### config.mk
export PLATFORM = sky130hd
export DESIGN_NAME = char_gap_buffer_top
export DESIGN_NICKNAME = d
export VERILOG_FILES = /design/src/rtl/core/cgb_pkg.sv /design/src/rtl/core/char_gap_buffer_top.sv /design/src/rtl/core/cgb_ctrl.sv /design/src/rtl/core/cgb_datapath.sv
export SDC_FILE = /design/constraint.sdc
export NUM_CORES = 2
export LEC_CHECK = 0
export BUFFER_PORTS_ARGS = -buffer_cell sky130_fd_sc_hd__buf_2
export CAP_MARGIN = 15
export CORE_ASPECT_RATIO = 1.25
export CORE_MARGIN = 4
export CORE_UTILIZATION = 45
export CTS_BUF_LIST = sky130_fd_sc_hd__clkbuf_8
export DETAILED_ROUTE_END_ITERATION = 8
export PLACE_DENSITY_LB_ADDON = 0.1
export SETUP_SLACK_MARGIN = 0.05
export SYNTH_ARGS = -nofsm -noshare
export SYNTH_HDL_FRONTEND = slang
export SYNTH_SLANG_ARGS = --single-unit
### constraint.sdc
create_clock -name clock -period 12.7 [get_ports clock]
set_input_delay 0.635 -clock clock [delete_from_list [all_inputs] [get_ports clock]]
set_output_delay 0.635 -clock clock [all_outputs]
set_load 0.1 [all_outputs]
### src/rtl/core/cgb_pkg.sv
// ---------------------------------------------------------------------------
// Character gap buffer package
// Operation codes, field widths and the controller/datapath interface types.
// ---------------------------------------------------------------------------
package cgb_pkg;

   // Field widths of the request and response items.
   localparam int OP_W   = 2;
   localparam int CHAR_W = 8;
   localparam int DIST_W = 9;
   localparam int POS_W  = 8;
   localparam int OUT_W  = 8;
   // A move count holds the magnitude of a 9-bit signed distance.
   localparam int CNT_W  = 9;

   // Operation codes.
   localparam logic [OP_W-1:0] OP_INSERT    = 2'd0;
   localparam logic [OP_W-1:0] OP_BACKSPACE = 2'd1;
   localparam logic [OP_W-1:0] OP_MOVE      = 2'd2;
   localparam logic [OP_W-1:0] OP_READ      = 2'd3;

   // Commands from the controller to the datapath.
   typedef struct packed {
      logic load;        // capture the accepted request
      logic insert;      // write the byte at the cursor and advance
      logic backspace;   // give back the cell left of the gap
      logic read_char;   // start a store read at the mapped position
      logic move_read;   // read the character about to cross the gap
      logic move_write;  // write it on the far side and step the gap
      logic refuse;      // mark the operation as refused
      logic respond;     // load the response register
   } cgb_cmd_type;

   // Status from the datapath to the controller.
   typedef struct packed {
      logic [OP_W-1:0] op;
      logic            full;
      logic            at_start;
      logic            move_bad;
      logic            move_zero;
      logic            read_bad;
      logic            last_step;
      logic            out_free;
   } cgb_stat_type;

endpackage

### src/rtl/core/char_gap_buffer_top.sv
// ---------------------------------------------------------------------------
// Character gap buffer top level
// Gap buffer over a byte store with insert, backspace, move and read.
//
//   Channel   Direction   Handshake             Payload
//   req       in          req_valid/req_ready   operation, char_in,
//                                               move_distance, read_position
//   rsp       out         rsp_valid/rsp_ready   status, cursor_pos,
//                                               text_length, char_out
//
// One operation is in flight at a time. Insert, backspace, read and refused
// operations go from the decode state to the finish state, which waits for a
// free response register; a move of distance d adds one store read and one
// store write per character carried across the gap through the single store.
// Reset clears the gap pointers and the control state; the store is not
// cleared. A stalled response is held while the next request is accepted.
// ---------------------------------------------------------------------------
module char_gap_buffer_top
   import cgb_pkg::*;
#(
   parameter int STORE_SIZE = 256
)
(
   input  logic                     clock,
   input  logic                     reset,
   input  logic                     req_valid,
   output logic                     req_ready,
   input  logic [OP_W-1:0]          req_operation,
   input  logic [CHAR_W-1:0]        req_char_in,
   input  logic signed [DIST_W-1:0] req_move_distance,
   input  logic [POS_W-1:0]         req_read_position,
   output logic                     rsp_valid,
   input  logic                     rsp_ready,
   output logic                     rsp_status,
   output logic [OUT_W-1:0]         rsp_cursor_pos,
   output logic [OUT_W-1:0]         rsp_text_length,
   output logic [CHAR_W-1:0]        rsp_char_out
);

   cgb_cmd_type  cmd;
   cgb_stat_type stat;

   // Operation sequencer.
   cgb_ctrl u_ctrl (
      .clock     (clock),
      .reset     (reset),
      .req_valid (req_valid),
      .req_ready (req_ready),
      .stat      (stat),
      .cmd       (cmd)
   );

   // Store, pointers and response register.
   cgb_datapath #(
      .STORE_SIZE (STORE_SIZE)
   ) u_datapath (
      .clock             (clock),
      .reset             (reset),
      .cmd               (cmd),
      .stat              (stat),
      .req_operation     (req_operation),
      .req_char_in       (req_char_in),
      .req_move_distance (req_move_distance),
      .req_read_position (req_read_position),
      .rsp_valid         (rsp_valid),
      .rsp_ready         (rsp_ready),
      .rsp_status        (rsp_status),
      .rsp_cursor_pos    (rsp_cursor_pos),
      .rsp_text_length   (rsp_text_length),
      .rsp_char_out      (rsp_char_out)
   );

endmodule

### src/rtl/core/cgb_ctrl.sv
// ---------------------------------------------------------------------------
// Character gap buffer controller
// Sequences one operation at a time: decode, move steps and response load.
// ---------------------------------------------------------------------------
module cgb_ctrl
   import cgb_pkg::*;
(
   input  logic         clock,
   input  logic         reset,
   input  logic         req_valid,
   output logic         req_ready,
   input  cgb_stat_type stat,
   output cgb_cmd_type  cmd
);

   localparam logic [2:0] ST_IDLE    = 3'd0;
   localparam logic [2:0] ST_EXEC    = 3'd1;
   localparam logic [2:0] ST_MOVE_RD = 3'd2;
   localparam logic [2:0] ST_MOVE_WR = 3'd3;
   localparam logic [2:0] ST_FINISH  = 3'd4;

   logic [2:0] state_ff;
   logic [2:0] state_in;

   assign req_ready = (state_ff == ST_IDLE);

   // Next state and command decode.
   always_comb begin
      state_in = state_ff;
      cmd      = '0;
      unique case (state_ff)
         ST_IDLE: begin
            if (req_valid) begin
               cmd.load = 1'b1;
               state_in = ST_EXEC;
            end
         end
         ST_EXEC: begin
            state_in = ST_FINISH;
            unique case (stat.op)
               OP_INSERT: begin
                  if (stat.full) begin
                     cmd.refuse = 1'b1;
                  end else begin
                     cmd.insert = 1'b1;
                  end
               end
               OP_BACKSPACE: begin
                  if (stat.at_start) begin
                     cmd.refuse = 1'b1;
                  end else begin
                     cmd.backspace = 1'b1;
                  end
               end
               OP_MOVE: begin
                  if (stat.move_bad) begin
                     cmd.refuse = 1'b1;
                  end else if (!stat.move_zero) begin
                     state_in = ST_MOVE_RD;
                  end
               end
               OP_READ: begin
                  if (stat.read_bad) begin
                     cmd.refuse = 1'b1;
                  end else begin
                     cmd.read_char = 1'b1;
                  end
               end
               default: begin
                  cmd.refuse = 1'b1;
               end
            endcase
         end
         ST_MOVE_RD: begin
            cmd.move_read = 1'b1;
            state_in      = ST_MOVE_WR;
         end
         ST_MOVE_WR: begin
            cmd.move_write = 1'b1;
            state_in       = stat.last_step ? ST_FINISH : ST_MOVE_RD;
         end
         ST_FINISH: begin
            // Hold here until the response register can take the result.
            if (stat.out_free) begin
               cmd.respond = 1'b1;
               state_in    = ST_IDLE;
            end
         end
         default: begin
            state_in = ST_IDLE;
         end
      endcase
   end

   // State register.
   always_ff @(posedge clock) begin
      if (reset) begin
         state_ff <= ST_IDLE;
      end else begin
         state_ff <= state_in;
      end
   end

endmodule

### src/rtl/core/cgb_datapath.sv
// ---------------------------------------------------------------------------
// Character gap buffer datapath
// Text store, gap pointers, request capture, checks and response register.
// ---------------------------------------------------------------------------
module cgb_datapath
   import cgb_pkg::*;
#(
   parameter int STORE_SIZE = 256
)
(
   input  logic                     clock,
   input  logic                     reset,
   input  cgb_cmd_type              cmd,
   output cgb_stat_type             stat,
   input  logic [OP_W-1:0]          req_operation,
   input  logic [CHAR_W-1:0]        req_char_in,
   input  logic signed [DIST_W-1:0] req_move_distance,
   input  logic [POS_W-1:0]         req_read_position,
   output logic                     rsp_valid,
   input  logic                     rsp_ready,
   output logic                     rsp_status,
   output logic [OUT_W-1:0]         rsp_cursor_pos,
   output logic [OUT_W-1:0]         rsp_text_length,
   output logic [CHAR_W-1:0]        rsp_char_out
);

   localparam int PTR_W  = $clog2(STORE_SIZE);
   // Wide enough for signed pointer sums and the 8-bit output slices.
   localparam int CALC_W = ((PTR_W > DIST_W) ? PTR_W : DIST_W) + 2;
   localparam logic [PTR_W-1:0]         LAST_CELL  = PTR_W'(STORE_SIZE - 2);
   localparam logic [CALC_W-1:0]        LAST_EXT   = CALC_W'(STORE_SIZE - 2);
   localparam logic signed [CALC_W-1:0] MOVE_LIMIT = CALC_W'(STORE_SIZE - 1);

   logic [CHAR_W-1:0] text_mem [STORE_SIZE];

   logic [OP_W-1:0]   op_ff,      op_in;
   logic [CHAR_W-1:0] char_ff,    char_in;
   logic [DIST_W-1:0] dist_ff,    dist_in;
   logic [POS_W-1:0]  pos_ff,     pos_in;
   logic [CNT_W-1:0]  count_ff,   count_in;
   logic [PTR_W-1:0]  gs_ff,      gs_in;
   logic [PTR_W-1:0]  ge_ff,      ge_in;
   logic              refused_ff, refused_in;
   logic [CHAR_W-1:0] rd_data_ff;
   logic              rsp_valid_ff,  rsp_valid_in;
   logic              rsp_status_ff, rsp_status_in;
   logic [OUT_W-1:0]  rsp_cursor_ff, rsp_cursor_in;
   logic [OUT_W-1:0]  rsp_length_ff, rsp_length_in;
   logic [CHAR_W-1:0] rsp_char_ff,   rsp_char_in;

   logic [CALC_W-1:0] gs_ext;
   logic [CALC_W-1:0] ge_ext;
   logic [CALC_W-1:0] dist_ext;
   logic [CALC_W-1:0] pos_ext;
   logic [CALC_W-1:0] left_sum;
   logic [CALC_W-1:0] right_sum;
   logic [CALC_W-1:0] text_len;
   logic [CALC_W-1:0] far_addr;
   logic [PTR_W-1:0]  read_addr;
   logic              moving_left;
   logic [PTR_W-1:0]  move_src;
   logic [PTR_W-1:0]  move_dst;
   logic [CNT_W-1:0]  dist_mag;
   logic              mem_we;
   logic [PTR_W-1:0]  mem_waddr;
   logic [CHAR_W-1:0] mem_wdata;
   logic              mem_re;
   logic [PTR_W-1:0]  mem_raddr;

   // Extended operands for range checks and address mapping.
   assign gs_ext    = CALC_W'(gs_ff);
   assign ge_ext    = CALC_W'(ge_ff);
   assign dist_ext  = {{(CALC_W - DIST_W){dist_ff[DIST_W-1]}}, dist_ff};
   assign pos_ext   = CALC_W'(pos_ff);
   assign left_sum  = gs_ext + dist_ext;
   assign right_sum = ge_ext + dist_ext;
   assign text_len  = gs_ext + LAST_EXT - ge_ext;

   // A logical position right of the cursor lies beyond the gap end.
   assign far_addr  = ge_ext + pos_ext - gs_ext + CALC_W'(1);
   assign read_addr = (pos_ext < gs_ext) ? pos_ext[PTR_W-1:0] : far_addr[PTR_W-1:0];

   // One move step carries one character across the gap.
   assign moving_left = dist_ff[DIST_W-1];
   assign move_src    = moving_left ? (gs_ff - PTR_W'(1)) : (ge_ff + PTR_W'(1));
   assign move_dst    = moving_left ? ge_ff : gs_ff;
   assign dist_mag    = req_move_distance[DIST_W-1] ?
                        (CNT_W'(0) - CNT_W'(req_move_distance)) : CNT_W'(req_move_distance);

   // Status toward the controller.
   always_comb begin
      stat.op        = op_ff;
      stat.full      = (gs_ff == ge_ff);
      stat.at_start  = (gs_ff == '0);
      stat.move_bad  = left_sum[CALC_W-1] || ($signed(right_sum) >= MOVE_LIMIT);
      stat.move_zero = (dist_ff == '0);
      stat.read_bad  = (pos_ext >= text_len);
      stat.last_step = (count_ff == CNT_W'(1));
      stat.out_free  = !rsp_valid_ff || rsp_ready;
   end

   // Next values of the request and pointer registers.
   always_comb begin
      op_in      = op_ff;
      char_in    = char_ff;
      dist_in    = dist_ff;
      pos_in     = pos_ff;
      count_in   = count_ff;
      gs_in      = gs_ff;
      ge_in      = ge_ff;
      refused_in = refused_ff;
      if (cmd.load) begin
         op_in      = req_operation;
         char_in    = req_char_in;
         dist_in    = req_move_distance;
         pos_in     = req_read_position;
         count_in   = dist_mag;
         refused_in = 1'b0;
      end
      if (cmd.refuse) begin
         refused_in = 1'b1;
      end
      if (cmd.insert) begin
         gs_in = gs_ff + PTR_W'(1);
      end
      if (cmd.backspace) begin
         gs_in = gs_ff - PTR_W'(1);
      end
      if (cmd.move_write) begin
         count_in = count_ff - CNT_W'(1);
         if (moving_left) begin
            gs_in = gs_ff - PTR_W'(1);
            ge_in = ge_ff - PTR_W'(1);
         end else begin
            gs_in = gs_ff + PTR_W'(1);
            ge_in = ge_ff + PTR_W'(1);
         end
      end
   end

   // Store port selection.
   assign mem_we    = cmd.insert || cmd.move_write;
   assign mem_waddr = cmd.insert ? gs_ff : move_dst;
   assign mem_wdata = cmd.insert ? char_ff : rd_data_ff;
   assign mem_re    = cmd.read_char || cmd.move_read;
   assign mem_raddr = cmd.read_char ? read_addr : move_src;

   // Text store with registered read data.
   always_ff @(posedge clock) begin
      if (mem_we) begin
         text_mem[mem_waddr] <= mem_wdata;
      end
      if (mem_re) begin
         rd_data_ff <= text_mem[mem_raddr];
      end
   end

   // Response register: loaded once per operation, cleared on transfer.
   always_comb begin
      rsp_valid_in  = rsp_valid_ff;
      rsp_status_in = rsp_status_ff;
      rsp_cursor_in = rsp_cursor_ff;
      rsp_length_in = rsp_length_ff;
      rsp_char_in   = rsp_char_ff;
      if (cmd.respond) begin
         rsp_valid_in  = 1'b1;
         rsp_status_in = refused_ff;
         rsp_cursor_in = gs_ext[OUT_W-1:0];
         rsp_length_in = text_len[OUT_W-1:0];
         rsp_char_in   = ((op_ff == OP_READ) && !refused_ff) ? rd_data_ff : '0;
      end else if (rsp_ready) begin
         rsp_valid_in = 1'b0;
      end
   end

   // Payload registers.
   always_ff @(posedge clock) begin
      op_ff         <= op_in;
      char_ff       <= char_in;
      dist_ff       <= dist_in;
      pos_ff        <= pos_in;
      count_ff      <= count_in;
      refused_ff    <= refused_in;
      rsp_status_ff <= rsp_status_in;
      rsp_cursor_ff <= rsp_cursor_in;
      rsp_length_ff <= rsp_length_in;
      rsp_char_ff   <= rsp_char_in;
   end

   // Gap pointers and response valid.
   always_ff @(posedge clock) begin
      if (reset) begin
         gs_ff        <= '0;
         ge_ff        <= LAST_CELL;
         rsp_valid_ff <= 1'b0;
      end else begin
         gs_ff        <= gs_in;
         ge_ff        <= ge_in;
         rsp_valid_ff <= rsp_valid_in;
      end
   end

   assign rsp_valid       = rsp_valid_ff;
   assign rsp_status      = rsp_status_ff;
   assign rsp_cursor_pos  = rsp_cursor_ff;
   assign rsp_text_length = rsp_length_ff;
   assign rsp_char_out    = rsp_char_ff;

endmodule

Word-level counts from Yosys, hierarchy flattened --
Memory sizes are Yosys's and may differ from the RTL's. A register that Yosys moved wholly into a read port is not among the register bits. Index checks and enable logic that the tools add are counted.
Word-level totals: register bits after elaboration 82, latch bits 0, bits in writable memories 2048, bits in read-only memories 0, bits of input ports 31, output and inout port bits 27, logic and storage cells 101, memories kept 1
Cells by class: $add $sub $neg 13, multiply operators 0, divide/modulo/power cells 0, order comparisons 3, equal/unequal tests 11, shift operators 0, multiplexer cells 44, bitwise gates (word level) 0, reduce and logical (&&, ||, !) cells 15
Memory list:
- u_datapath.text_mem | depth 256, bits a word 8, rd ports 1, clocked after Yosys merged registers in 1, wr ports 1, line cgb_datapath.sv:34 | logic [CHAR_W-1:0] text_mem [STORE_SIZE];
Operator list (count):
- $mux W8 | 11
- $mux W9 | 3
- $add A8 B1 Y8 const B | 3
- $mux W1 | 21
- $mux W3 | 7
- $add A9 B9 Y10 | 2
- $sub A8 B1 Y8 const B | 2
- $pmux W3 S5 | 1
- $ge A11 B9 Y1 const B | 1
- $ge A8 B11 Y1 | 1
- $sub A11 B8 Y11 | 1
- $add A8 B8 Y9 const B | 1
- $eq A9 B1 Y1 const B | 1
- $logic_not A9 Y1 | 1
- $sub A1 B9 Y9 const A | 1
- $sub A9 B1 Y9 const B | 1
- $add A8 B8 Y8 | 1
- $eq A8 B8 Y1 | 1
- $logic_not A8 Y1 | 1
- $lt A8 B8 Y1 | 1
- $sub A8 B8 Y8 | 1
- $eq A3 B2 Y1 const B | 2
- $eq A2 B2 Y1 const B | 2
- $logic_or A1 B1 Y1 | 4
- other kinds (12) | 15

Depth between registers and ports, before layout --
depth in word-level cells 9, depth in mapped cells 32, gate-level depth less buffers 25

Cells and area by module --
A second synthesis with hierarchy kept.
Second synthesis, totals: cell total of the unflattened synthesis 6829, area, all modules 88757.6 um^2
By module, submodules not included:
- cgb_datapath | instances 1, cells an instance 6800, area an instance 88493.6 um^2, sequential area each 63931.3 um^2
- cgb_ctrl | instances 1, cells an instance 29, area an instance 264.0 um^2, sequential area each 60.1 um^2

Least setup slack after synthesis --
No wires, ideal clock.
kind register to register, from register u_datapath.gs_ff[2], to register u_datapath.rd_data_ff[5], read port of u_datapath.text_mem, data pin, library setup time 0.265 ns, data arrival time 5.657 ns, required time 12.435 ns, setup slack 6.778 ns, cell stages (with the launch flop) 30, path buffers 5, period minus slack after synthesis 5.922 ns, cell sequence dfxtp_1 clkbuf_1 inv_1 ha_1 inv_1 ha_1 o21a_1 o31a_1 o21ai_0 nand2b_1 a21o_1 a21oi_1 xor2_1 ha_1 a211oi_1 o21ai_0 nor3_1 or4_1 buf_2 o21ai_2 buf_6 mux2i_2 buf_4 buf_2 o21ai_0 a2111oi_0 nor3_1 a31o_1 a221oi_1 nor3_1
On the way: cells in the longest elaborated chain, start to end 7, elaborated cells between the ends (all ways) 14, classes of those cells add/sub: 5; order compare: 2; mux: 6; reduce/logical: 1
RTL lines:
- start: declaration | line cgb_datapath.sv:41 | logic [PTR_W-1:0] gs_ff, gs_in;
- start signal: assignment | line cgb_datapath.sv:197 | gs_ff <= gs_in;
- $add A8 B8 Y9 | line cgb_datapath.sv:77 | assign text_len = gs_ext + LAST_EXT - ge_ext;
- $sub A11 B8 Y11 | line cgb_datapath.sv:77
- $ge A8 B11 Y1 | line cgb_datapath.sv:97 | stat.read_bad = (pos_ext >= text_len);
- $mux W1 | line cgb_ctrl.sv:63 | if (stat.read_bad) begin
- $mux W1 | line cgb_ctrl.sv:40 | unique case (stat.op)
- $mux W3 | line cgb_ctrl.sv:31 | unique case (state_ff)
- $mux W8 / $logic_or A1 B1 Y1 (equally long branches) | line cgb_datapath.sv:146, cgb_datapath.sv:145
- end: declaration | line cgb_datapath.sv:44 | logic [CHAR_W-1:0] rd_data_ff;
Parallel ways exist; a longest one is shown, timed or not. A chain may end at the register's enable or synchronous reset.

Worst setup path after layout --
from register u_datapath.gs_ff[2], to register u_datapath.rd_data_ff[6], read port of u_datapath.text_mem, data pin
The elaborated chain is that of the path after synthesis.

==> insert_results.sql <==
INSERT INTO impl_metrics (metric_group, metric, value, unit) VALUES
('clock_tree', 'cts_inserted_buffers', '349', ''),
('power', 'peakVddDrop', '0.120', 'mV'),
('synth', 'synthArstFlopShare', '0', '%'),
('clock_tree', 'cts_buffer_depth', '4', ''),
('routing', 'avgViaCountPerCell', '6.25', ''),
('worst_setup_path', 'timing.critical_path.max_delay_family', 'compound AO/OA/AOI/OAI gates', ''),
('timing', 'maxSlewViolCount', '0', ''),
('synth', 'synth-adder-area-share', '1.08', '%'),
('timing', 'finalWorstPathRequiredPeriod', '9.18', 'ns'),
('routing', 'wl_per_cell', '33.0', 'um'),
('global_route', 'antenna_violations_before_repair', '19', ''),
('worst_setup_path', 'critPathCaptureType', 'flip-flop', ''),
('clock_tree', 'cts_repair_resize_count', '0', ''),
('synth', 'synthesis.area_per_instance', '13.1', 'sq um'),
('global_route', 'vias_in_the_first_global_route', '58000', ''),
('routing', 'antenna_violating_nets_left', '0', ''),
('worst_setup_path', 'worstPathRequired', '13.61', 'ns'),
('power', 'total_power_consumption', '15000', 'uW'),
('synth', 'yosys.area_share.xor_xnor', '0.494', '%'),
('synth', 'fraction_of_synthesized_area_in_multiplexers', '2.12', '%'),
('worst_setup_path', 'cell_occurring_most_often_along_the_worst_timing_path', 'ha_1', ''),
('worst_setup_path', 'worst_path_largest_cell_delay', '1.05', 'ns'),
('routing', 'wl', '324000', 'um'),
('worst_setup_path', 'critical_path_peak_fanout', '20', ''),
('timing', 'setup_violations', '0', ''),
('clock_tree', 'clockRootBuffer', 'clkbuf_8', ''),
('power', 'power.static_leakage', '0.0333', 'uW'),
('worst_setup_path', 'crit_path_start_kind', 'flip-flop', ''),
('global_route', 'wire_length_of_the_first_global_routing_pass', '449000', 'um'),
('finish', 'final_net_count', '7080', ''),
('clock_tree', 'tritoncts_clock_tree', 'built', ''),
('timing', 'clock-skew-final', '0.0867', 'ns'),
('synth', 'synth.top_cells.by_area', 'edfxtp_1 72%, nand2_1 6.9%, nand3_1 2.4%, mux2i_1 1.7%, a21oi_1 1.7%', ''),
('timing', 'finalCritPeriodShare', '72.2', '%'),
('finish', 'layout_common_cells', '2117 x edfxtp_1, 1634 x nand2_1, 433 x nand3_1, 366 x nor2_1, 357 x clkbuf_8', ''),
('placement', 'dp.final_hpwl', '196000', 'um'),
('clock_tree', 'clkTransAtPathRegs', '0.06', 'ns'),
('timing', 'max_slew.worst_pin.slew', '1.30', 'ns'),
('worst_setup_path', 'cp.arrival', '10.08', 'ns'),
('finish', 'syn2layout_area_growth', '10.8', '%'),
('synth', 'synth_top_flop_cell', 'edfxtp_1', ''),
('timing', 'grt_setup_unrepaired', 'false', ''),
('worst_setup_path', 'cpMaxStageDelayCell', 'nor2_1', ''),
('routing', 'detailedRoute.firstIterationViolations', '8462', ''),
('worst_setup_path', 'worst_path_buf_inv', '2', ''),
('synth', 'syn-instance-count', '6787', ''),
('clock_tree', 'clock_sink_count', '2138', ''),
('flow_run', 'maxCapViolations', '0', ''),
('synth', 'synth_simple_gate_area_share', '13.4', '%'),
('synth', 'synth_area', '88700', 'sq um'),
('synth', 'synth_fp_nets', '6889', ''),
('synth', 'synth_warnings', '0', ''),
('timing', 'fmax', '109', 'MHz'),
('floorplan', 'die_height', '504', 'um'),
('timing', 'fin_tns_setup', '0', 'ns'),
('synth', 'post_synthesis_sequential_area_ratio', '72.1', '%'),
('floorplan', 'floorplan.die_area', '204000', 'sq um'),
('global_route', 'grt-ovfl-total', '0', ''),
('clock_tree', 'htree_num_levels', '5', ''),
('synth', 'compound_cell_area_share_of_the_yosys_netlist', '8.16', '%'),
('placement', 'port_buffers', '57', ''),
('hold_path', 'hp-class', 'in -> reg', ''),
('synth', 'post_synth_num_cell_types', '87', ''),
('routing', 'drt_pass1_iterations', '8', ''),
('worst_setup_path', 'r2r_slack', '3.52', 'ns'),
('finish', 'share_of_final_layout_standard_cells_stronger_than_drive_strength_1', '10.1', '%'),
('synth', 'synthDominantCellAreaShare', '71.7', '%'),
('timing', 'slew_headroom', '13.2', '%'),
('outcome', 'outcome', 'complete, no violations', ''),
('power', 'power-per-cell-area', '152', 'nW/um^2'),
('synth', 'synth_area_leader_cell', 'edfxtp_1', '');
## final cells by class
class                   count  area [sq um]
clock buffers             357          4910
diodes                     30          75.1
well taps                2562          3210
fillers                 17000         96900
repair buffers            265          2150
multi-input cells        4167         22700
clock inverters           244          1040
flip-flops and latches   2138         64000
inverters                  57           214
## registers in the layout, indices dropped and copies added, names as in the netlist
name and cells:
u_datapath.text_mem 2048, u_datapath.count_ff 9, u_datapath.dist_ff 9, u_datapath.char_ff 8
u_datapath.ge_ff 8, u_datapath.gs_ff 8, u_datapath.pos_ff 8, u_datapath.rd_data_ff 8
u_datapath.rsp_char_out 8, u_datapath.rsp_cursor_pos 8, u_datapath.rsp_text_length 8, u_ctrl.state_ff 3
u_datapath.op_ff 2, u_datapath.refused_ff 1, u_datapath.rsp_status 1, u_datapath.rsp_valid 1
## path summary, 6_finish.rpt
| kind | startpoint | end | cells past startpoint |
|---|---|---|---|
| max | u_datapath.gs_ff[2] | u_datapath.rd_data_ff[6] | 25 |
| min | req_read_position[5] | u_datapath.pos_ff[5] | 2 |
| max reg2reg | u_datapath.gs_ff[2] | u_datapath.rd_data_ff[6] | 25 |
| min reg2reg | u_datapath.refused_ff | u_datapath.rsp_status | 0 |
## cell families after synthesis
kind of cell    after synthesis
compound gates             1079
xor+xnor                     50
fa+ha+maj                    71
buf+inv                     482
flops                      2138
mux                         183
simple gates               2784
## synth_stat cells (9+ instances only)
master / number
buf_1: 21
nand2b_1: 11
and3_1: 130
buf_2: 267
nor4_1: 37
mux2_2: 29
ha_1: 62
a21o_1: 11
a211oi_1: 64
o221ai_1: 20
edfxtp_1: 2117
or3_1: 10
o21ai_0: 120
a31oi_1: 170
a2111oi_0: 29
o22ai_1: 54
fa_1: 9
o211ai_1: 13
buf_4: 23
nand4_1: 42
a32oi_1: 89
nor2_2: 14
a21oi_1: 298
o21a_1: 10
a311oi_1: 14
mux2i_1: 151
clkbuf_1: 100
nand2_1: 1634
o31ai_1: 18
xor2_1: 15
nand3_1: 433
xnor2_1: 35
a22oi_1: 53
inv_1: 54
nor2_1: 372
nor3_1: 52
dfxtp_1: 21
and2_1: 10
buf_6: 14
a221oi_1: 13
## per-stage QoR
| stage | util (%) | worst slack, ns | instance area [sq um] | cells |
|---|---|---|---|---|
| detailed placement | 47.1 | 3.65 | 91900 | 9154 |
| global route | 50.3 | 3.23 | 98200 | 9794 |
| CTS | 50.3 | 3.62 | 98200 | 9786 |
| global placement | 47.1 | 3.26 | 91900 | 9151 |
| floorplan | - | 6.78 | 88700 | 6787 |
| finish | 50.4 | 3.52 | 98300 | 9820 |
## routing by layer
layer	wire (um)	track usage [%]
met3	31300	7.11
met1	121000	39.8
met5	38	0
met4	18300	16.5
met2	153000	49.2
## where the power goes
| part | switching, uW | total [uW] | internal, uW | leakage, uW |
|---|---|---|---|---|
| Combinational | 1350 | 1770 | 425 | 0.0106 |
| Sequential | 23.0 | 7800 | 7780 | 0.0192 |
| Clock | 2750 | 5380 | 2640 | 0.00348 |
| Total | 4120 | 15000 | 10800 | 0.0333 |
## timing repair
item                                   CTS  global route
endpoints found under the hold margin   46             0
setup buffers                            0             0
hold buffers                            31             0
(Power assumes the default switching activity.)
